$ cat config.mk
export PLATFORM = sky130hd
export DESIGN_NAME = gcr_track_formatter
export DESIGN_NICKNAME = d
export VERILOG_FILES = /design/src/design/gtf_pkg.sv /design/src/design/gtf_front.sv /design/src/design/gtf_fifo.sv /design/src/design/gtf_back.sv /design/src/design/gcr_track_formatter.sv
export VERILOG_INCLUDE_DIRS = /design/src /design/src/design
export SDC_FILE = /design/constraint.sdc
export NUM_CORES = 1
export LEC_CHECK = 0
export BUFFER_PORTS_ARGS = -buffer_cell sky130_fd_sc_hd__buf_2
export CAP_MARGIN = 20
export CORE_MARGIN = 1
export CORE_UTILIZATION = 55
export DETAILED_ROUTE_END_ITERATION = 10
export PLACE_DENSITY = 0.81
export SETUP_SLACK_MARGIN = 0.1
export SLEW_MARGIN = 20
export SYNTH_ARGS = -nofsm -noshare
export SYNTH_HDL_FRONTEND = slang
export SYNTH_SLANG_ARGS = --single-unit
$ cat constraint.sdc
create_clock -name aclk -period 6.6 [get_ports aclk]
set_input_delay 1.65 -clock aclk [delete_from_list [all_inputs] [get_ports aclk]]
set_output_delay 1.65 -clock aclk [all_outputs]
set_load 0.005 [all_outputs]
$ cat src/design/gcr_track_formatter_macros.svh
// Assertion macros shared by the track formatter RTL.
// Included by the top level only; needs no package.
`ifndef GCR_TRACK_FORMATTER_MACROS_SVH
`define GCR_TRACK_FORMATTER_MACROS_SVH

// Same-cycle implication, checked only out of reset.
`define GTF_ASSERT_IMP(label, clk, rstn, cond, prop) \
    label: assert property (@(posedge clk) disable iff (!rstn) (cond) |-> (prop)) \
        else $error("gcr_track_formatter: implication check failed");

// Next-cycle implication, checked only out of reset.
`define GTF_ASSERT_NXT(label, clk, rstn, cond, prop) \
    label: assert property (@(posedge clk) disable iff (!rstn) (cond) |=> (prop)) \
        else $error("gcr_track_formatter: next-cycle check failed");

`endif

$ cat src/design/gtf_pkg.sv
// Shared types, constants and GCR coding functions of the track formatter.
// Used by every module of the block but gtf_fifo; depends on nothing.
package gtf_pkg;

    localparam int HEADER_GAP_DEF  = 9;
    localparam int SYNC_LENGTH_DEF = 5;
    localparam int QUEUE_DEPTH_DEF = 4;

    // Wide enough for the largest run: the inter-sector gap of up to 40 bytes.
    localparam int CNT_W   = 6;
    localparam int PADDR_W = 5;
    localparam int IDX_W   = 3;

    localparam logic [7:0] SYNC_BYTE   = 8'hFF;
    localparam logic [7:0] GAP_BYTE    = 8'h55;
    localparam logic [7:0] DATA_MARK   = 8'h07;
    localparam logic [7:0] HEADER_MARK = 8'h08;
    localparam logic [7:0] ID_PAD      = 8'h0F;
    localparam logic [5:0] GAP_LIMIT   = 6'd40;

    localparam logic [IDX_W-1:0] REG_TRACK   = 3'd0;
    localparam logic [IDX_W-1:0] REG_ID_1ST  = 3'd1;
    localparam logic [IDX_W-1:0] REG_ID_2ND  = 3'd2;
    localparam logic [IDX_W-1:0] REG_SECTORS = 3'd3;
    localparam logic [IDX_W-1:0] REG_GAP     = 3'd4;

    localparam logic [5:0] TRACK_RST   = 6'd1;
    localparam logic [7:0] ID_RST      = 8'd0;
    localparam logic [4:0] SECTORS_RST = 5'd21;
    localparam logic [5:0] GAP_RST     = 6'd8;

    typedef struct packed {
        logic [5:0] track_number;
        logic [7:0] disk_id_first;
        logic [7:0] disk_id_second;
        logic [4:0] sectors_per_track;
        logic [5:0] gap_count;
    } cfg_t;

    // One unit of work for the back end: either a whole sector preamble
    // (sync, two header groups, header gap, sync) or one data group
    // optionally followed by the inter-sector gap.
    typedef struct packed {
        logic        is_hdr;
        logic [31:0] word_a;
        logic [31:0] word_b;
        logic [5:0]  gap;
        logic        ends_track;
    } cmd_t;

    function automatic logic [4:0] gcr_nibble(input logic [3:0] nib);
        logic [4:0] code;
        case (nib)
            4'h0: code = 5'h0A;
            4'h1: code = 5'h0B;
            4'h2: code = 5'h12;
            4'h3: code = 5'h13;
            4'h4: code = 5'h0E;
            4'h5: code = 5'h0F;
            4'h6: code = 5'h16;
            4'h7: code = 5'h17;
            4'h8: code = 5'h09;
            4'h9: code = 5'h19;
            4'hA: code = 5'h1A;
            4'hB: code = 5'h1B;
            4'hC: code = 5'h0D;
            4'hD: code = 5'h1D;
            4'hE: code = 5'h1E;
            4'hF: code = 5'h15;
            default: code = 5'h0A;
        endcase
        return code;
    endfunction

    // Four bytes, first byte in the top bits, become five GCR bytes.
    function automatic logic [39:0] gcr_encode(input logic [31:0] word);
        logic [39:0] bits;
        bits = '0;
        for (int i = 0; i < 8; i++) begin
            bits[39-5*i -: 5] = gcr_nibble(word[31-4*i -: 4]);
        end
        return bits;
    endfunction

endpackage

$ cat src/design/gtf_front.sv
// Front end: accepts data bytes, tracks sector position and checksums, and
// turns each byte that causes output into a command. Depends on gtf_pkg.
module gtf_front (
    input  logic            aclk,
    input  logic            aresetn,
    input  logic            s_valid,
    output logic            s_ready,
    input  logic [7:0]      s_data_byte,
    input  gtf_pkg::cfg_t   cfg,
    input  logic            q_full,
    output logic            push,
    output gtf_pkg::cmd_t   cmd
);

    logic [7:0]  pos_reg, pos_next;
    logic [4:0]  sector_reg, sector_next;
    logic [23:0] group_reg, group_next;
    logic [7:0]  chk_reg, chk_next;

    logic        accept;
    logic        first_byte;
    logic        final_byte;
    logic [23:0] grp_in;
    logic [7:0]  chk_in;
    logic [7:0]  hdr_chk;
    logic [5:0]  sector_inc;
    logic        last_sec;
    logic [5:0]  gap_sat;
    logic [31:0] word;

    assign s_ready = !q_full;
    assign accept  = s_valid && s_ready;

    always_comb begin
        first_byte = (pos_reg == 8'd0);
        final_byte = (pos_reg == 8'd255);
        grp_in     = first_byte ? {16'h0000, gtf_pkg::DATA_MARK} : group_reg;
        chk_in     = first_byte ? 8'h00 : chk_reg;
        hdr_chk    = {3'b000, sector_reg} ^ {2'b00, cfg.track_number}
                     ^ cfg.disk_id_first ^ cfg.disk_id_second;
        sector_inc = {1'b0, sector_reg} + 6'd1;
        last_sec   = (sector_inc >= {1'b0, cfg.sectors_per_track});
        gap_sat    = (cfg.gap_count > gtf_pkg::GAP_LIMIT) ? gtf_pkg::GAP_LIMIT : cfg.gap_count;
        word       = {grp_in, s_data_byte};

        pos_next    = pos_reg;
        sector_next = sector_reg;
        group_next  = group_reg;
        chk_next    = chk_reg;
        push        = 1'b0;
        cmd         = '0;

        if (accept) begin
            if (first_byte) begin
                cmd.is_hdr = 1'b1;
                cmd.word_a = {gtf_pkg::HEADER_MARK, hdr_chk, 3'b000, sector_reg,
                              2'b00, cfg.track_number};
                cmd.word_b = {cfg.disk_id_second, cfg.disk_id_first,
                              gtf_pkg::ID_PAD, gtf_pkg::ID_PAD};
                push       = 1'b1;
            end
            if (final_byte) begin
                cmd.word_a     = {s_data_byte, chk_in ^ s_data_byte, 16'h0000};
                cmd.gap        = gap_sat;
                cmd.ends_track = last_sec;
                push           = 1'b1;
                sector_next    = last_sec ? 5'd0 : sector_inc[4:0];
                group_next     = '0;
                chk_next       = '0;
                pos_next       = 8'd0;
            end else begin
                chk_next = chk_in ^ s_data_byte;
                if (pos_reg[1:0] == 2'd2) begin
                    cmd.word_a = word;
                    push       = 1'b1;
                    group_next = '0;
                end else begin
                    group_next = word[23:0];
                end
                pos_next = pos_reg + 8'd1;
            end
        end
    end

    always_ff @(posedge aclk) begin
        if (!aresetn) begin
            pos_reg    <= '0;
            sector_reg <= '0;
            group_reg  <= '0;
            chk_reg    <= '0;
        end else begin
            pos_reg    <= pos_next;
            sector_reg <= sector_next;
            group_reg  <= group_next;
            chk_reg    <= chk_next;
        end
    end

endmodule

$ cat src/design/gtf_fifo.sv
// Short command queue between the front and back ends of the formatter.
// Generic over width and depth; depends on nothing.
module gtf_fifo #(
    parameter int WIDTH = 8,
    parameter int DEPTH = 4
) (
    input  logic                       aclk,
    input  logic                       aresetn,
    input  logic                       push,
    input  logic [WIDTH-1:0]           wdata,
    input  logic                       pop,
    output logic [WIDTH-1:0]           rdata,
    output logic                       empty,
    output logic                       full,
    output logic [$clog2(DEPTH+1)-1:0] count
);

    localparam int PTR_W = (DEPTH > 1) ? $clog2(DEPTH) : 1;
    localparam int CNT_W = $clog2(DEPTH + 1);

    logic [WIDTH-1:0] mem_reg [DEPTH];
    logic [PTR_W-1:0] wr_ptr_reg, wr_ptr_next;
    logic [PTR_W-1:0] rd_ptr_reg, rd_ptr_next;
    logic [CNT_W-1:0] count_reg, count_next;
    logic             do_push;
    logic             do_pop;

    assign empty   = (count_reg == '0);
    assign full    = (count_reg == CNT_W'(DEPTH));
    assign count   = count_reg;
    assign rdata   = mem_reg[rd_ptr_reg];
    assign do_push = push && !full;
    assign do_pop  = pop && !empty;

    always_comb begin
        wr_ptr_next = wr_ptr_reg;
        rd_ptr_next = rd_ptr_reg;
        count_next  = count_reg;
        if (do_push) begin
            wr_ptr_next = (wr_ptr_reg == PTR_W'(DEPTH - 1)) ? '0 : wr_ptr_reg + 1'b1;
        end
        if (do_pop) begin
            rd_ptr_next = (rd_ptr_reg == PTR_W'(DEPTH - 1)) ? '0 : rd_ptr_reg + 1'b1;
        end
        if (do_push && !do_pop) begin
            count_next = count_reg + 1'b1;
        end else if (do_pop && !do_push) begin
            count_next = count_reg - 1'b1;
        end
    end

    always_ff @(posedge aclk) begin
        if (do_push) begin
            mem_reg[wr_ptr_reg] <= wdata;
        end
    end

    always_ff @(posedge aclk) begin
        if (!aresetn) begin
            wr_ptr_reg <= '0;
            rd_ptr_reg <= '0;
            count_reg  <= '0;
        end else begin
            wr_ptr_reg <= wr_ptr_next;
            rd_ptr_reg <= rd_ptr_next;
            count_reg  <= count_next;
        end
    end

endmodule

$ cat src/design/gtf_back.sv
// Back end: walks the command at the head of the queue and emits one track
// byte per cycle into the output register unless stalled. Depends on gtf_pkg.
module gtf_back #(
    parameter int HEADER_GAP  = gtf_pkg::HEADER_GAP_DEF,
    parameter int SYNC_LENGTH = gtf_pkg::SYNC_LENGTH_DEF
) (
    input  logic          aclk,
    input  logic          aresetn,
    input  gtf_pkg::cmd_t head,
    input  logic          q_empty,
    output logic          pop,
    output logic          m_valid,
    input  logic          m_ready,
    output logic [7:0]    m_gcr_byte,
    output logic          m_last_of_run,
    output logic          m_track_done
);

    localparam int CW = gtf_pkg::CNT_W;

    localparam logic [2:0] PH_START = 3'd0;
    localparam logic [2:0] PH_SYNC1 = 3'd1;
    localparam logic [2:0] PH_HDR_A = 3'd2;
    localparam logic [2:0] PH_HDR_B = 3'd3;
    localparam logic [2:0] PH_HGAP  = 3'd4;
    localparam logic [2:0] PH_SYNC2 = 3'd5;
    localparam logic [2:0] PH_GRP   = 3'd6;
    localparam logic [2:0] PH_GAP   = 3'd7;

    logic [2:0]    phase_reg, phase_next;
    logic [CW-1:0] cnt_reg, cnt_next;
    logic          m_valid_reg, m_valid_next;
    logic [7:0]    m_byte_reg, m_byte_next;
    logic          m_last_reg, m_last_next;
    logic          m_done_reg, m_done_next;

    logic          advance;
    logic [2:0]    phase_eff;
    logic [2:0]    phase_after;
    logic [39:0]   enc;
    logic [7:0]    grp_byte;
    logic [7:0]    out_byte;
    logic          run_last;
    logic          end_cmd;

    assign m_valid       = m_valid_reg;
    assign m_gcr_byte    = m_byte_reg;
    assign m_last_of_run = m_last_reg;
    assign m_track_done  = m_done_reg;

    always_comb begin
        advance   = !q_empty && (!m_valid_reg || m_ready);
        phase_eff = (phase_reg == PH_START) ? (head.is_hdr ? PH_SYNC1 : PH_GRP) : phase_reg;
        enc       = gtf_pkg::gcr_encode((phase_eff == PH_HDR_B) ? head.word_b : head.word_a);

        case (cnt_reg[2:0])
            3'd0:    grp_byte = enc[39:32];
            3'd1:    grp_byte = enc[31:24];
            3'd2:    grp_byte = enc[23:16];
            3'd3:    grp_byte = enc[15:8];
            3'd4:    grp_byte = enc[7:0];
            default: grp_byte = enc[7:0];
        endcase

        out_byte    = gtf_pkg::SYNC_BYTE;
        run_last    = 1'b0;
        end_cmd     = 1'b0;
        phase_after = PH_START;
        case (phase_eff)
            PH_SYNC1: begin
                run_last    = (cnt_reg == CW'(SYNC_LENGTH - 1));
                phase_after = PH_HDR_A;
            end
            PH_HDR_A: begin
                out_byte    = grp_byte;
                run_last    = (cnt_reg == CW'(4));
                phase_after = PH_HDR_B;
            end
            PH_HDR_B: begin
                out_byte    = grp_byte;
                run_last    = (cnt_reg == CW'(4));
                phase_after = PH_HGAP;
            end
            PH_HGAP: begin
                out_byte    = gtf_pkg::GAP_BYTE;
                run_last    = (cnt_reg == CW'(HEADER_GAP - 1));
                phase_after = PH_SYNC2;
            end
            PH_SYNC2: begin
                run_last = (cnt_reg == CW'(SYNC_LENGTH - 1));
                end_cmd  = run_last;
            end
            PH_GRP: begin
                out_byte    = grp_byte;
                run_last    = (cnt_reg == CW'(4));
                end_cmd     = run_last && (head.gap == '0);
                phase_after = PH_GAP;
            end
            PH_GAP: begin
                out_byte = gtf_pkg::GAP_BYTE;
                run_last = (cnt_reg == CW'(head.gap - 6'd1));
                end_cmd  = run_last;
            end
            default: begin
                out_byte = gtf_pkg::SYNC_BYTE;
            end
        endcase

        phase_next   = phase_reg;
        cnt_next     = cnt_reg;
        m_valid_next = m_valid_reg;
        m_byte_next  = m_byte_reg;
        m_last_next  = m_last_reg;
        m_done_next  = m_done_reg;
        pop          = 1'b0;

        if (advance) begin
            m_valid_next = 1'b1;
            m_byte_next  = out_byte;
            m_last_next  = end_cmd;
            m_done_next  = end_cmd && head.ends_track;
            pop          = end_cmd;
            if (end_cmd) begin
                phase_next = PH_START;
                cnt_next   = '0;
            end else if (run_last) begin
                phase_next = phase_after;
                cnt_next   = '0;
            end else begin
                phase_next = phase_eff;
                cnt_next   = cnt_reg + 1'b1;
            end
        end else if (m_ready) begin
            m_valid_next = 1'b0;
        end
    end

    always_ff @(posedge aclk) begin
        m_byte_reg <= m_byte_next;
        m_last_reg <= m_last_next;
        m_done_reg <= m_done_next;
    end

    always_ff @(posedge aclk) begin
        if (!aresetn) begin
            phase_reg   <= PH_START;
            cnt_reg     <= '0;
            m_valid_reg <= 1'b0;
        end else begin
            phase_reg   <= phase_next;
            cnt_reg     <= cnt_next;
            m_valid_reg <= m_valid_next;
        end
    end

endmodule

$ cat src/design/gcr_track_formatter.sv
// Top level of the GCR track formatter: APB registers, front end, command
// queue and back end. Depends on gtf_pkg, gtf_front, gtf_fifo, gtf_back and the macros header.
//
//   Channel   Direction  Handshake          Payload
//   s_        in         s_valid/s_ready    s_data_byte
//   m_        out        m_valid/m_ready    m_gcr_byte, m_last_of_run, m_track_done
//   APB       in         psel/penable       paddr, pwdata, prdata
//
// The back end emits one track byte per cycle from the command queue while the
// output is not stalled; that byte stream sets the pace. Data bytes are
// taken every cycle while the queue has room. Reset is synchronous, active low,
// and needs no clearing pass. A stalled output holds the back end, and the
// front end as well once the queue has filled.
`include "gcr_track_formatter_macros.svh"

module gcr_track_formatter #(
    parameter int HEADER_GAP  = gtf_pkg::HEADER_GAP_DEF,
    parameter int SYNC_LENGTH = gtf_pkg::SYNC_LENGTH_DEF,
    parameter int QUEUE_DEPTH = gtf_pkg::QUEUE_DEPTH_DEF
) (
    input  logic                        aclk,
    input  logic                        aresetn,
    input  logic                        s_valid,
    output logic                        s_ready,
    input  logic [7:0]                  s_data_byte,
    output logic                        m_valid,
    input  logic                        m_ready,
    output logic [7:0]                  m_gcr_byte,
    output logic                        m_last_of_run,
    output logic                        m_track_done,
    input  logic                        psel,
    input  logic                        penable,
    input  logic                        pwrite,
    input  logic [gtf_pkg::PADDR_W-1:0] paddr,
    input  logic [31:0]                 pwdata,
    output logic [31:0]                 prdata,
    output logic                        pready
);

    localparam int CMD_W = $bits(gtf_pkg::cmd_t);
    localparam int QC_W  = $clog2(QUEUE_DEPTH + 1);

    gtf_pkg::cfg_t               cfg_reg, cfg_next;
    logic                        cfg_wr;
    logic [gtf_pkg::IDX_W-1:0]   reg_idx;

    logic                        push;
    logic                        pop;
    gtf_pkg::cmd_t               cmd_in;
    gtf_pkg::cmd_t               cmd_head;
    logic [CMD_W-1:0]            head_bits;
    logic                        q_empty;
    logic                        q_full;
    logic [QC_W-1:0]             q_count;

    assign pready  = 1'b1;
    assign cfg_wr  = psel && penable && pwrite && pready;
    assign reg_idx = paddr[gtf_pkg::PADDR_W-1:2];

    always_comb begin
        cfg_next = cfg_reg;
        if (cfg_wr) begin
            case (reg_idx)
                gtf_pkg::REG_TRACK:   cfg_next.track_number      = pwdata[5:0];
                gtf_pkg::REG_ID_1ST:  cfg_next.disk_id_first     = pwdata[7:0];
                gtf_pkg::REG_ID_2ND:  cfg_next.disk_id_second    = pwdata[7:0];
                gtf_pkg::REG_SECTORS: cfg_next.sectors_per_track = pwdata[4:0];
                gtf_pkg::REG_GAP:     cfg_next.gap_count         = pwdata[5:0];
                default:              cfg_next = cfg_reg;
            endcase
        end
    end

    always_comb begin
        case (reg_idx)
            gtf_pkg::REG_TRACK:   prdata = {26'd0, cfg_reg.track_number};
            gtf_pkg::REG_ID_1ST:  prdata = {24'd0, cfg_reg.disk_id_first};
            gtf_pkg::REG_ID_2ND:  prdata = {24'd0, cfg_reg.disk_id_second};
            gtf_pkg::REG_SECTORS: prdata = {27'd0, cfg_reg.sectors_per_track};
            gtf_pkg::REG_GAP:     prdata = {26'd0, cfg_reg.gap_count};
            default:              prdata = 32'd0;
        endcase
    end

    always_ff @(posedge aclk) begin
        if (!aresetn) begin
            cfg_reg.track_number      <= gtf_pkg::TRACK_RST;
            cfg_reg.disk_id_first     <= gtf_pkg::ID_RST;
            cfg_reg.disk_id_second    <= gtf_pkg::ID_RST;
            cfg_reg.sectors_per_track <= gtf_pkg::SECTORS_RST;
            cfg_reg.gap_count         <= gtf_pkg::GAP_RST;
        end else begin
            cfg_reg <= cfg_next;
        end
    end

    gtf_front u_front (
        .aclk        (aclk),
        .aresetn     (aresetn),
        .s_valid     (s_valid),
        .s_ready     (s_ready),
        .s_data_byte (s_data_byte),
        .cfg         (cfg_reg),
        .q_full      (q_full),
        .push        (push),
        .cmd         (cmd_in)
    );

    gtf_fifo #(
        .WIDTH (CMD_W),
        .DEPTH (QUEUE_DEPTH)
    ) u_queue (
        .aclk    (aclk),
        .aresetn (aresetn),
        .push    (push),
        .wdata   (cmd_in),
        .pop     (pop),
        .rdata   (head_bits),
        .empty   (q_empty),
        .full    (q_full),
        .count   (q_count)
    );

    assign cmd_head = gtf_pkg::cmd_t'(head_bits);

    gtf_back #(
        .HEADER_GAP  (HEADER_GAP),
        .SYNC_LENGTH (SYNC_LENGTH)
    ) u_back (
        .aclk          (aclk),
        .aresetn       (aresetn),
        .head          (cmd_head),
        .q_empty       (q_empty),
        .pop           (pop),
        .m_valid       (m_valid),
        .m_ready       (m_ready),
        .m_gcr_byte    (m_gcr_byte),
        .m_last_of_run (m_last_of_run),
        .m_track_done  (m_track_done)
    );

    // The end of a track is always the end of a command.
    `GTF_ASSERT_IMP(a_done_is_last, aclk, aresetn, m_valid && m_track_done, m_last_of_run)
    // Pending work with a free output register always yields a byte next cycle.
    `GTF_ASSERT_NXT(a_back_progress, aclk, aresetn,
                    (q_count != '0) && (!m_valid || m_ready), m_valid)
    // A command's bytes follow one another without a bubble.
    `GTF_ASSERT_NXT(a_run_unbroken, aclk, aresetn,
                    m_valid && m_ready && !m_last_of_run, m_valid)

endmodule

==> results by group <==
Finish
  • Share of cells above drive strength 1: 14.8%
  • Final core occ: 62.1%
  • Design area: 0.0169 mm^2
  • Nets: 1,339
  • Antenna diode count: 0
  • Filler Cell Count: 2,062
  • Number of flip-flops in the largest register: 224
  • Final Non-Filler Cells: 1,659
  • Layout area overhead: 10.1%

Clock network
  • H-tree depth: 2
  • Hold buffers post-CTS: 0
  • TritonCTS clock tree: yes
  • CTS Buf Count: 34
  • Clock Latency Late Sink: 0.52 ns
  • Clk root buf: clkbuf_16
  • TritonCTS Sinks: 331
  • Worst-path clk slew: 0.06 ns
  • Clock buffer depth: 3
  • Resized Gates After CTS: 0
  • Setup bufs post-CTS: 0

Setup path
  • Crit end category: primary output
  • CP Max Fanout: 15
  • CP Class: in2out
  • Req. time, crit path: 4.95 ns
  • CP startpoint kind: input pin
  • Worst path arrival time: 2.83 ns

Logic synthesis
  • Yosys warnings: 0
  • Mapped Cells: 1,245
  • Number of synthesized flops with an enable pin: 234
  • Avg Cell Area, Syn: 12.3 um^2
  • Cell variety after synth: 63
  • Most used DFF post-synth: edfxtp_1
  • Synthesized area: 0.0153 mm^2
  • Yosys reg bits: 331
  • Post-synthesis sequential area ratio: 58.5%
  • Asr flop ratio synth: 0%

Power
  • LEAKAGE: 6.23 nW
  • Worst VDD drop: 0.213 mV
  • Pwr Total: 5.72 mW
  • Power density cells: 339 mW/mm^2

STA
  • Final TNS setup: 0 ns
  • Slew HR: 29.7%
  • Worst-Margin Slew: 1.06 ns
  • Unrepaired setup endpoints after global routing: no
  • Worst setup margin: 2.12 ns
  • Worst hold slack: 0.489 ns
  • Final Max Tran Viols: 0
  • FMAX: 223 MHz
  • Ratio of final minimum period to clock period: 67.8%
  • Final Critical Period: 4.48 ns
  • Worst Skew: 0.0185 ns
  • Setup violators final: 0
  • Final Hold Vio Count: 0

Global route
  • First-pass GRT wire length: 55,300 um
  • Largest net degree at the start of global routing: 80
  • All-Layer GR Usage: 25.6%
  • Global route total overflow: 0
  • Number of global-route vias before repair: 9,876
  • Initial antenna violation count: 0

Die
  • Die ar.: 0.0285 mm^2
  • Initial core utilization: 56.4%
  • Die X: 169 um
  • Core Box Area: 0.0272 mm^2
  • Num rows: 60
  • DIE HEIGHT: 169 um
  • I/O pin count: 97

Place
  • Buffers on Ports: 45
  • Placed Instances: 1,597
  • Placed inst area: 0.0157 mm^2
  • Final RePlAce weighted congestion: 0.904
  • Pre-CTS setup slack: 2.17 ns
  • Post-DP HPWL: 23,200 um

Detailed routing
  • DRT Wirelength: 35,100 um
  • DRC Markers: 0
  • Vias per inst: 6.02
  • DRT iter0 DRCs: 1,098
  • Post-DRT Antenna Nets: 0
  • Vias: 9,979
  • TritonRoute pass-1 iters: 6
  • DR WL/cell: 21.2 um

Status
  • Status: completed

Hold path
  • Hold Crit Class: reg2reg

Flow run
  • Max Cap Viol: 0
==> report_power, final <==
group	switching (mW)	internal [mW]
registers	0.105	2.46
logic	0.750	0.407
clock network	0.780	1.22
==> cells in the mapped netlist, types with 3 or more instances <==
library cell  number  area [um^2]
or2_2              5         31.3
mux4_2            57         1280
and3_1            30          188
xnor2_1           34          298
dfxtp_1           97         1940
nor4_1             4         25.0
nand3_1           27          135
mux2_2             9          101
xor2_1            21          184
nor2b_1            6         37.5
a22oi_1           35          263
buf_2              7         35.0
nor2_1           127          477
nor3_1            14         70.1
buf_1              7         26.3
a21boi_0           3         22.5
a31oi_1            3         18.8
ha_1              25          313
or3_1              3         18.8
a22o_1             7         61.3
edfxtp_1         234         7030
a211oi_1          20          150
nand2b_1           9         56.3
o22ai_1           10         62.6
o31a_1             3         26.3
mux2i_1           41          410
nand4_1            4         25.0
o211ai_1           4         30.0
and2_1            14         87.6
clkbuf_1          57          214
a32o_1             3         30.0
a21oi_1           63          315
inv_1             31          116
buf_4             29          218
nand2_1          111          417
nor3b_1            3         22.5
a21o_1             8         60.1
o31ai_1            4         30.0
o21ai_0           46          230
==> kinds of logic after synthesis <==
kind of cell,after synthesis,synth area share [%]
AOI/OAI and AO/OA,220,9.17
DFF,331,58.5
adders and majority gates,26,2.17
muxes,107,11.7
other,2,0.0490
buffers and inverters,133,4.03
and+or+nand+nor,371,11.2
xor gates and xnor gates,55,3.14
==> area by class of cell <==
type	instances	area (um^2)	area share [%]
inverters	32	120	0.712
multi-input cells	804	5830	34.6
flip-flops and latches	331	8970	53.2
clock buffers	46	960	5.69
clock inverters	16	204	1.21
well taps	372	465	2.76
repair buffers	58	323	1.91
==> layer usage <==
layer	part of all wire (%)	GRT usage (%)	vias up
li1	-	-	4592
met5	0	0	-
met4	2.2	7.79	0
met1	42	35.3	4864
met2	48	41.4	455
met3	8.1	4.72	68
==> path summary, 6_finish.rpt <==
| path | cells after the start | end | from | slack (ns) |
|---|---|---|---|---|
| setup / recovery | 6 | prdata[2] | paddr[3] | 2.12 |
| hold / removal | 2 | flop | u_queue.rd_ptr_reg[1] | 0.49 |
| setup reg to reg | 14 | u_queue.count[2] | flop | 2.30 |
| hold reg to reg | 2 | flop | u_queue.rd_ptr_reg[1] | 0.49 |
==> critical path: stages <==
cell,delay [ns]
buf_2,0.30
inv_1,0.18
nor2_1,0.27
a21oi_1,0.12
o22ai_1,0.17
buf_2,0.14
==> placed cells by master, fill, tap and decap left out, types with 6 or more instances in the layout <==
master,synthesis,final
clkbuf_16,0,37
ha_1,25,25
buf_2,7,45
edfxtp_1,234,234
dfxtp_1,97,95
nand3_1,27,27
a211oi_1,20,20
xor2_1,21,21
xnor2_1,34,34
o22ai_1,10,10
and2_1,14,10
mux2i_1,41,41
a22oi_1,35,35
nor3_1,14,14
mux2_2,9,9
clkinv_2,0,6
and3_1,30,30
nand2b_1,9,9
nor2_1,127,127
buf_4,29,13
nand2_1,111,111
mux4_2,57,57
nor2b_1,6,6
conb_1,2,25
a21oi_1,63,63
a21o_1,8,8
clkbuf_1,57,9
o21ai_0,46,46
a22o_1,7,7
inv_1,31,31
(Power assumes the default switching activity.)
